### config.mk
export PLATFORM = sky130hd
export DESIGN_NAME = arp_cache_update_core
export DESIGN_NICKNAME = d
export VERILOG_FILES = /design/src/sv/arpc_pkg.sv /design/src/sv/arpc_table.sv /design/src/sv/arpc_walk.sv /design/src/sv/arp_cache_update_core.sv
export SDC_FILE = /design/constraint.sdc
export NUM_CORES = 2
export LEC_CHECK = 0
export BUFFER_PORTS_ARGS = -buffer_cell sky130_fd_sc_hd__clkbuf_2
export CORE_MARGIN = 2
export CORE_UTILIZATION = 55
export CTS_CLUSTER_DIAMETER = 150
export DETAILED_ROUTE_END_ITERATION = 8
export PLACE_DENSITY_LB_ADDON = 0.2
export SLEW_MARGIN = 10
export SYNTH_ARGS = -nofsm -noshare
export SYNTH_HDL_FRONTEND = slang
export SYNTH_SLANG_ARGS = --single-unit
export TNS_END_PERCENT = 100
### constraint.sdc
create_clock -name clk -period 12.9 [get_ports clk]
set_clock_uncertainty 0.05 [all_clocks]
set_input_delay 1.29 -clock clk [delete_from_list [all_inputs] [get_ports clk]]
set_output_delay 1.29 -clock clk [all_outputs]
set_load 0.005 [all_outputs]
### src/sv/arpc_pkg.sv
`default_nettype none

package arpc_pkg;

  localparam int ENTRIES_DEFAULT = 128;
  localparam int MAX_ADDR_W      = 10;
  localparam int IP_W            = 32;
  localparam int MAC_W           = 48;
  localparam int OUTCOME_W       = 2;
  localparam int SLOT_W          = 7;

  localparam logic [OUTCOME_W-1:0] OUT_UPDATED  = 2'd0;
  localparam logic [OUTCOME_W-1:0] OUT_INSERTED = 2'd1;
  localparam logic [OUTCOME_W-1:0] OUT_DROPPED  = 2'd2;

  // write command from the sequencer to the table memories
  typedef struct packed {
    logic                  wr_ip;
    logic                  wr_mac;
    logic [MAX_ADDR_W-1:0] addr;
    logic [IP_W-1:0]       ip;
    logic [MAC_W-1:0]      mac;
  } tbl_cmd_t;

  typedef struct packed {
    logic [OUTCOME_W-1:0] outcome;
    logic [SLOT_W-1:0]    slot;
  } res_t;

endpackage

`default_nettype wire

### src/sv/arpc_table.sv
`default_nettype none

module arpc_table #(
  parameter int TABLE_ENTRIES = arpc_pkg::ENTRIES_DEFAULT
) (
  input  wire                             clk,
  input  wire                             rd_en,
  input  wire [arpc_pkg::MAX_ADDR_W-1:0]  rd_addr,
  output logic [arpc_pkg::IP_W-1:0]       rd_data,
  input  wire arpc_pkg::tbl_cmd_t         cmd
);
  import arpc_pkg::*;

  localparam int AW = (TABLE_ENTRIES > 1) ? $clog2(TABLE_ENTRIES) : 1;

  logic [IP_W-1:0]  ip_mem  [TABLE_ENTRIES];
  logic [MAC_W-1:0] mac_mem [TABLE_ENTRIES];

  always_ff @(posedge clk) begin
    if (cmd.wr_ip) begin
      ip_mem[cmd.addr[AW-1:0]] <= cmd.ip;
    end
    if (cmd.wr_mac) begin
      mac_mem[cmd.addr[AW-1:0]] <= cmd.mac;
    end
  end

  // registered read of the address column
  always_ff @(posedge clk) begin
    if (rd_en) begin
      rd_data <= ip_mem[rd_addr[AW-1:0]];
    end
  end

endmodule

`default_nettype wire

### src/sv/arpc_walk.sv
`default_nettype none

module arpc_walk #(
  parameter int TABLE_ENTRIES = arpc_pkg::ENTRIES_DEFAULT
) (
  input  wire                             clk,
  input  wire                             rst,
  input  wire                             in_valid,
  output logic                            busy,
  input  wire [arpc_pkg::IP_W-1:0]        ip_address,
  input  wire [arpc_pkg::MAC_W-1:0]       mac_address,
  output logic                            rd_en,
  output logic [arpc_pkg::MAX_ADDR_W-1:0] rd_addr,
  input  wire [arpc_pkg::IP_W-1:0]        rd_data,
  output arpc_pkg::tbl_cmd_t              cmd,
  output logic                            res_valid,
  input  wire                             res_take,
  output arpc_pkg::res_t                  res
);
  import arpc_pkg::*;

  localparam int AW = (TABLE_ENTRIES > 1) ? $clog2(TABLE_ENTRIES) : 1;
  localparam int CW = $clog2(TABLE_ENTRIES + 1);

  typedef enum logic [2:0] {
    S_IDLE = 3'b001,
    S_WALK = 3'b010,
    S_DONE = 3'b100
  } state_t;

  state_t          state;
  logic [IP_W-1:0]  ip_q;
  logic [MAC_W-1:0] mac_q;
  logic [CW-1:0]    idx;
  logic [CW-1:0]    fill;
  logic             pend;
  logic [AW-1:0]    pend_idx;

  logic hit;
  logic room;
  logic decide;

  // valid slots always form the prefix [0, fill)
  assign room   = fill < CW'(TABLE_ENTRIES);
  assign hit    = (state == S_WALK) && pend && (rd_data == ip_q);
  assign rd_en  = (state == S_WALK) && !hit && (idx < fill);
  assign decide = (state == S_WALK) && !hit && !rd_en && !pend;
  assign rd_addr = MAX_ADDR_W'(idx[AW-1:0]);
  assign busy      = (state != S_IDLE);
  assign res_valid = (state == S_DONE);

  always_comb begin
    cmd.wr_ip  = 1'b0;
    cmd.wr_mac = 1'b0;
    cmd.addr   = MAX_ADDR_W'(pend_idx);
    cmd.ip     = ip_q;
    cmd.mac    = mac_q;
    if (hit) begin
      cmd.wr_mac = 1'b1;
    end else if (decide && room) begin
      cmd.wr_ip  = 1'b1;
      cmd.wr_mac = 1'b1;
      cmd.addr   = MAX_ADDR_W'(fill[AW-1:0]);
    end
  end

  always_ff @(posedge clk) begin
    if (rst) begin
      state <= S_IDLE;
      fill  <= '0;
      pend  <= 1'b0;
    end else begin
      case (state)
        S_IDLE: begin
          if (in_valid) begin
            state <= S_WALK;
            pend  <= 1'b0;
          end
        end
        S_WALK: begin
          if (hit) begin
            pend  <= 1'b0;
            state <= S_DONE;
          end else if (rd_en) begin
            pend <= 1'b1;
          end else if (pend) begin
            pend <= 1'b0;
          end else begin
            if (room) begin
              fill <= fill + CW'(1);
            end
            state <= S_DONE;
          end
        end
        S_DONE: begin
          if (res_take) begin
            state <= S_IDLE;
          end
        end
        default: state <= S_IDLE;
      endcase
    end
  end

  // payload, walk pointers and result, no reset
  always_ff @(posedge clk) begin
    case (state)
      S_IDLE: begin
        ip_q  <= ip_address;
        mac_q <= mac_address;
        idx   <= '0;
      end
      S_WALK: begin
        if (hit) begin
          res.outcome <= OUT_UPDATED;
          res.slot    <= SLOT_W'(pend_idx);
        end else if (rd_en) begin
          idx      <= idx + CW'(1);
          pend_idx <= idx[AW-1:0];
        end else if (decide) begin
          if (room) begin
            res.outcome <= OUT_INSERTED;
            res.slot    <= SLOT_W'(fill);
          end else begin
            res.outcome <= OUT_DROPPED;
            res.slot    <= '0;
          end
        end
      end
      default: ;
    endcase
  end

endmodule

`default_nettype wire

### src/sv/arp_cache_update_core.sv
`default_nettype none
// The walk compares the input against the filled slots in order, from slot zero;
//   a hit ends it early. The result then passes through the output register.
// A new beat is accepted only while the sequencer is idle, so beats do not overlap;
//   the serial walk over the single read port of the address memory sets the rate.
// Reset: clears the fill count, the sequencer and the output valid flag.
//   Memory contents are left as they are; no clearing pass.

module arp_cache_update_core #(
  parameter int TABLE_ENTRIES = arpc_pkg::ENTRIES_DEFAULT
) (
  input  wire                               clk,
  input  wire                               rst,
  input  wire                               in_valid,
  output logic                              in_stall,
  input  wire [arpc_pkg::IP_W-1:0]          ip_address,
  input  wire [arpc_pkg::MAC_W-1:0]         mac_address,
  output logic                              out_valid,
  input  wire                               out_stall,
  output logic [arpc_pkg::OUTCOME_W-1:0]    outcome,
  output logic [arpc_pkg::SLOT_W-1:0]       slot
);
  import arpc_pkg::*;

  // Table memories: address column read during the walk, MAC column only written.
  logic                  rd_en;
  logic [MAX_ADDR_W-1:0] rd_addr;
  logic [IP_W-1:0]       rd_data;
  tbl_cmd_t              cmd;

  // Sequencer result, handed to the output register
  logic res_valid;
  logic res_take;
  res_t res;

  arpc_table #(
    .TABLE_ENTRIES(TABLE_ENTRIES)
  ) u_table (
    .clk     (clk),
    .rd_en   (rd_en),
    .rd_addr (rd_addr),
    .rd_data (rd_data),
    .cmd     (cmd)
  );

  // The walk reads one slot a cycle and compares the previous one, so it is
  // pipelined over the read latency. A hit rewrites the MAC and stops early;
  // otherwise the pair lands at the fill pointer, or is dropped when the table is
  // full; the fill pointer is also the lowest free slot since slots are never released.
  arpc_walk #(
    .TABLE_ENTRIES(TABLE_ENTRIES)
  ) u_walk (
    .clk         (clk),
    .rst         (rst),
    .in_valid    (in_valid),
    .busy        (in_stall),
    .ip_address  (ip_address),
    .mac_address (mac_address),
    .rd_en       (rd_en),
    .rd_addr     (rd_addr),
    .rd_data     (rd_data),
    .cmd         (cmd),
    .res_valid   (res_valid),
    .res_take    (res_take),
    .res         (res)
  );

  // Output register: a new beat may be accepted while this still waits.
  assign res_take = res_valid && (!out_valid || !out_stall);

  always_ff @(posedge clk) begin
    if (rst) begin
      out_valid <= 1'b0;
    end else if (res_take) begin
      out_valid <= 1'b1;
    end else if (!out_stall) begin
      out_valid <= 1'b0;
    end
  end

  always_ff @(posedge clk) begin
    if (res_take) begin
      outcome <= res.outcome;
      slot    <= res.slot;
    end
  end

`ifndef SYNTHESIS
  // accepted beat always starts a walk
  a_busy_after_accept: assert property (@(posedge clk) disable iff (rst)
    in_valid && !in_stall |=> in_stall)
    else $error("sequencer not busy after input beat");

  // dropped beats report slot zero
  a_drop_slot: assert property (@(posedge clk) disable iff (rst)
    out_valid && (outcome == OUT_DROPPED) |-> (slot == '0))
    else $error("dropped beat with nonzero slot");

  a_outcome_code: assert property (@(posedge clk) disable iff (rst)
    out_valid |-> (outcome == OUT_UPDATED) || (outcome == OUT_INSERTED) ||
                  (outcome == OUT_DROPPED))
    else $error("illegal outcome code");

  // a result moves into the output register only while the sequencer is busy
  a_take_busy: assert property (@(posedge clk) disable iff (rst)
    res_take |-> in_stall)
    else $error("result taken while sequencer idle");
`endif

endmodule

`default_nettype wire
Word-level counts from Yosys, hierarchy flattened
Memory sizes are Yosys's and may differ from the RTL's. A register that Yosys moved wholly into a read port is not among the register bits.
Cells that the tools add are included.
{"block": "totals", "reg_bits": 78, "ram_bits": 4096, "out_inout_bits": 11, "memories": 1}
{"block": "classes", "n_addsub": 2, "n_lt_le_gt_ge": 2, "n_eq_ne": 13, "n_mux": 24, "bitwise_logic": 3, "n_reduce_logical": 22}
{"name": "u_table.ip_mem", "words": 128, "width": 32, "rd": 1, "rd_clocked_by_memory_dff": 1, "wr": 1, "line": "arpc_table.sv:16", "source": "logic [IP_W-1:0] ip_mem [TABLE_ENTRIES];"}
{"cell": "32-bit == test", "count": 1}
{"cell": "9-bit 2-to-1 mux", "count": 3}
{"cell": "8-bit by 1-bit adder with 8-bit output, second input constant", "count": 2}
{"cell": "8-bit 2-to-1 mux", "count": 2}
{"cell": "8-bit case mux with 2 select lines", "count": 1}
{"cell": "3-bit 2-to-1 mux", "count": 5}
{"cell": "7-bit 2-to-1 mux", "count": 2}
{"cell": "12-bit 2-to-1 mux", "count": 1}
{"cell": "3-bit case mux with 3 select lines", "count": 1}
{"cell": "3-bit AND reduction", "count": 3}
{"cell": "1-bit logical AND", "count": 8}
{"cell": "8-bit < comparator", "count": 1}
{"cell": "8-bit < comparator, second input constant", "count": 1}
{"cell": "1-bit 2-to-1 mux", "count": 8}
{"cell": "2-bit by 1-bit != test with 1-bit output, second input constant", "count": 3}
{"cell": "2-bit != test, second input constant", "count": 3}
{"cell": "3-bit != test, second input constant", "count": 2}
{"cell": "1-bit logical NOT", "count": 5}
{"cell": "5-bit AND reduction", "count": 1}
{"cell": "4-bit AND reduction", "count": 1}
{"cell": "2-bit nonzero test", "count": 2}
{"cell": "3-bit by 1-bit == test with 1-bit output, second input constant", "count": 1}
{"cell": "3-bit by 2-bit == test with 1-bit output, second input constant", "count": 1}
{"cell": "3-bit == test, second input constant", "count": 1}
{"cell": "5 further kinds", "count": 7}

Logic depth before layout (Yosys ltp)
{"block": "depth", "word_depth": 14, "ltp_mapped": 13, "ltp_nobuf": 7}

Hierarchy
From an unflattened synthesis, not the netlist that was laid out.
{"block": "unflattened", "cells_unflattened": 6312, "hier_area_um2": 161651.3}
{"module": "arpc_table", "n_inst": 1, "cells_per_inst": 5990, "area_per_inst_um2": 156596.4, "seq_area_each_um2": 123958.9}
{"module": "arpc_walk", "n_inst": 1, "cells_per_inst": 309, "area_per_inst_um2": 4748.3, "seq_area_each_um2": 3363.2}
{"module": "arp_cache_update_core", "n_inst": 1, "cells_per_inst": 13, "area_per_inst_um2": 306.5, "seq_area_each_um2": 290.3}

Worst setup path after synthesis
No wires, ideal clock.
{"block": "synth_timing", "path_type": "register to register", "start": "register u_walk.ip_q[17]", "end": "memory u_table.ip_mem[100][0], enable pin", "setup_ps": 502, "arrival_time_ps": 5960, "required_ps": 12348, "slack_ps": 6388, "path_stages_with_launch": 8, "n_path_buf": 1, "path_cell_list": "edfxtp_1 -> xor2_1 -> nor4_1 -> and3_1 -> nand3_1 -> nand4b_1 -> clkbuf_1 -> nor4_1"}
{"block": "synth_between", "elab_chain_cells": 13, "elab_cells_between_ends": 14, "cone_classes": "1 x eq/ne; 5 x mux; 8 x reduce/logical"}
{"element": "from (decl)", "line": "arpc_walk.sv:32", "source": "logic [IP_W-1:0] ip_q;"}
{"element": "from (signal assigned)", "line": "arpc_walk.sv:109", "source": "ip_q <= ip_address;"}
{"element": "32-bit == test *", "line": "arpc_walk.sv:45", "source": "assign hit = (state == S_WALK) && pend && (rd_data == ip_q);"}
{"element": "1-bit logical AND *", "line": "arpc_walk.sv:45"}
{"element": "1-bit logical NOT", "line": "arpc_walk.sv:46, arpc_walk.sv:47"}
{"element": "1-bit logical AND", "line": "arpc_walk.sv:46, arpc_walk.sv:47"}
{"element": "1-bit logical AND", "line": "arpc_walk.sv:46", "source": "assign rd_en = (state == S_WALK) && !hit && (idx < fill);"}
{"element": "1-bit logical NOT", "line": "arpc_walk.sv:47", "source": "assign decide = (state == S_WALK) && !hit && !rd_en && !pend;"}
{"element": "1-bit logical AND (2 in a row)", "line": "arpc_walk.sv:47"}
{"element": "1-bit logical AND", "line": "arpc_walk.sv:60", "source": "end else if (decide && room) begin"}
{"element": "12-bit 2-to-1 mux", "line": "arpc_walk.sv:60"}
{"element": "1-bit 2-to-1 mux", "line": "arpc_walk.sv:58", "source": "if (hit) begin"}
{"element": "1-bit 2-to-1 mux", "line": "arpc_table.sv:20", "source": "if (cmd.wr_ip) begin"}
{"element": "1-bit 2-to-1 mux (not written as such)", "line": "arpc_table.sv:21", "source": "ip_mem[cmd.addr[AW-1:0]] <= cmd.ip;"}
{"element": "to (decl)", "line": "arpc_table.sv:16"}
Mark *: on every way between the ends. The rest lies on a longest branch, timed or not.

Final worst setup path
{"block": "layout_timing", "start": "register u_walk.ip_q[31]", "end": "memory u_table.ip_mem[28][20], enable pin"}
The elaborated chain is that of the path after synthesis.

==> impl_results.md <==
* Result of the run: finished clean
* Final Net Count at 7741
* Avg Inst Size Synth at 22.0 sq um
* Clock-pin slew of the registers on the worst-case setup and hold paths at approximately 0.060 ns
* Crit path capture type: flop
* Sequence of cells on the critical path: buf_4 > xnor2_1 > nand4_1 > nor3_1 > nand3_1 > nand4b_1 > buf_4 > buf_4 > nor3_2 > buf_4
* Fraction of the yosys area taken by sequential cells at roughly four fifths
* Most frequent cell on the critical path: sky130_fd_sc_hd__buf_4
* Worst vdd ir at approximately 0.13 mV
* Cell Count Post-Placement at around 11000
* Gate count after technology mapping at 7308
* Core occupancy in the finished layout at 61.9%
* Post-cts sizing count at 0
* Area added between synthesis and finish at 12.2%
* Crit-path slowest cell: sky130_fd_sc_hd__buf_4
* CP Capture Point: u_table.ip_mem[28][20]
* Total Power at around 30 mW
* Post-route worst hold slack at approximately 0.37 ns
* Count of buffers inserted at the top-level ports at 46
* Post-synth EDFFs at 4193
* Number of levels in the clock H-tree at 5
* Minimum setup slack among reg-to-reg paths at roughly 6.9 ns
* Time the final worst path needs with I/O delays and setup at between 5 and 6 ns
* Die Height at ~540 um
* Leading cell types in the layout, fill and taps excluded: sky130_fd_sc_hd__edfxtp_1 (4193), sky130_fd_sc_hd__mux4_2 (878), sky130_fd_sc_hd__clkbuf_16 (413)
* Min-delay worst type: flop to flop
* Number of standard cells in the layout, taps in and fillers out at between 10000 and 15000
* Start-to-end type of the worst setup path: flop to flop
* Total congestion overflow at 0
* Maximum number of pins on one net before global-route repair at between 100 and 150
* Share of the clock period used by the worst path at a little under half
* Clock latency at the later pin of the worst-skew pair at 0.98 ns
* Number of sinks driven by the clock tree at 4206
* Number of iterations in the first detailed-routing pass at 6
* Buffers from clock root to sink, at most at 4
* Leak at around 55 nW
* Count of unique library cells instantiated by Yosys at slightly above 60
* Multi-input logic area at 33100 sq um
* Cts hold-fix bufs at 0
* Crit path arrival time at approximately 6.5 ns
* Top-Level Pins at 95
* Die Width at roughly 540 um
* Share of final-layout standard cells stronger than drive strength 1 at between 20% and 30%
* Setup repair after global routing missed its margin: no
* Launching element of the worst setup path: u_walk.ip_q[31]
* Layout Cell Area excl Fill at approximately 180000 sq um
* Final-layout setup total negative slack at 0 ns
* Drt first-iter violations at roughly 14000
* CTS root buf: sky130_fd_sc_hd__clkbuf_16
* Required time at the worst-slack endpoint at 13.43 ns
* Delay of the slowest critical-path stage at roughly 0.89 ns
* Total global-route track usage at 29.5%
* Maximum achievable frequency at ~170 MHz
* Number of failing hold endpoints at the final stage at 0
* Number of setup violations in the final report at 0
* Total power density per cell area at ~160 nW/um^2
* Max Transition Viols Final at 0
* Type of element launching the critical path: flop
* Area of the die at 296000 sq um
* Instance area at placement at about 170000 sq um
* Via count normalized by instance count at 6.77
* Count of vias placed by the detailed router at 80726
* Number of max-cap violations at 0
* Ys Warns at 0
* Nets in the synthesized netlist at roughly 7400
* DRC at 0
* Number of fill cells at about 20000
* Final estimated routing congestion in global placement at slightly below 0.9
* Cell count of the worst reg-to-reg path at 10
* Number of buffers added for setup after CTS at 0
* Core footprint at slightly below 300000 sq um
* Flip-flop and latch count after synthesis at around 4200
* CTS tree: built
* Std cell rows at roughly 200
* Vias in the first global route at ~79000
* Commonest non-fill, non-tap cell in the layout: sky130_fd_sc_hd__edfxtp_1
* Crit Path Max Fanout at 57
* Share of synthesized registers carrying an async set or reset at 0%
* Antenna violation net count after detailed routing at 0
* TritonCTS Buffers at 411
* Worst Max-Slew Pin Slew at 1.42 ns
* Setup slack after placement at 6.94 ns
* Antenna violations before repair at 50
* Flip-flop cell with the highest count after synthesis: sky130_fd_sc_hd__edfxtp_1
* Effective utilization at floorplan at 55.2%
* Final HPWL from detailed placement at about 230000 um
* Capture instance of the worst register-to-register path: u_table.ip_mem[28][20]
* Post-synthesis instance area at ~160000 sq um
* FF/Latch Area at approximately 130000 sq um
* Setup WS post-layout at 6.90 ns
* Global-route wire length before repair at a little over 600000 um
* DR WL/cell at between 30 and 40 um
* Worst slew margin relative to its limit at under 10%
* Detailed Route WL at 437000 um
* Startpoint of the most critical register-to-register path: u_walk.ip_q[31]
[worst min-delay path by stage]
stage                              from          to  slack (ns)  cells past startpoint
final                     u_walk.res[3]     slot[3]        0.37                      0
after global routing      u_walk.res[1]     slot[1]        0.39                      0
after CTS                 u_walk.res[0]     slot[0]        0.37                      0
after detailed placement  u_walk.res[0]     slot[0]        0.36                      0
after global placement    u_walk.res[0]     slot[0]        0.36                      0
after floorplan           u_walk.res[7]  outcome[0]        0.35                      0
[flip-flops by register name, indices dropped and copies added, names as in the netlist, 2 cells and up]
signal	count
u_table.rd_data	32
u_walk.idx	8
u_walk.res	9
outcome	2
u_walk.pend_idx	7
u_walk.fill	8
slot	7
u_walk.state	3
u_table.ip_mem	4096
u_walk.ip_q	32
[where the power goes]
group / internal, mW / total (mW) / switching (mW)
Clock: 6.57 / 11.7 / 5.10
Combinational: 0.880 / 2.64 / 1.76
Sequential: 15.3 / 15.3 / 0.0347
[cells in the mapped netlist, drive strengths merged, types with 20 or more instances]
| cell type | n | area, sq um |
|---|---|---|
| a2111oi | 27 | 236 |
| a21oi | 90 | 450 |
| a221oi | 33 | 289 |
| a22o | 20 | 175 |
| a22oi | 244 | 1830 |
| and3 | 25 | 156 |
| buf | 260 | 1510 |
| clkbuf | 164 | 616 |
| edfxtp | 4193 | 126000 |
| mux2i | 410 | 4100 |
| mux4 | 878 | 19800 |
| nand2 | 106 | 398 |
| nand3 | 83 | 415 |
| nand4 | 32 | 200 |
| nor2 | 209 | 785 |
| nor3 | 128 | 641 |
| o21ai | 56 | 280 |
| o221ai | 24 | 210 |
| o22ai | 64 | 400 |
| or4 | 24 | 180 |
| xnor2 | 30 | 263 |
[cell families (layout without fill, tap and decap cells)]
kind of cell | after synthesis | count (layout) | share of synthesized area [%]
DFF | 4206 | 4206 | 78.6
buffers and inverters | 436 | 1107 | 1.35
other | 0 | 52 | 0
adders and majority gates | 9 | 9 | 0.0701
and+or+nand+nor | 677 | 677 | 2.03
muxes | 1299 | 1299 | 14.9
xor gates and xnor gates | 38 | 38 | 0.207
AOI/OAI and AO/OA | 643 | 643 | 2.84
[layer usage]
layer | up-vias | track usage [%] | wire length, um
met5 | - | 0 | 114
met4 | 16 | 11.0 | 18000
met3 | 747 | 7.17 | 55000
met2 | 5327 | 43.2 | 196000
met1 | 42924 | 43.6 | 168000
li1 | 31712 | - | -
[worst max-delay path: cells and delay by family, from the launching register on]
kind	cells	cell delay, ns
XOR/XNOR	1	0.18
buffers and inverters	4	2.57
flip-flops	1	0.69
AND/OR/NAND/NOR	5	1.99
[final cells by class]
class	instances	area share, %
clock buffer	500	5.93
antenna	52	0.0722
multi-input combinational	2666	18.4
timing repair buffer	351	1.51
clock inverter	244	1.32
inverter	12	0.0292
tap	3900	2.71
sequential	4206	70.0
(Power assumes the default switching activity.)
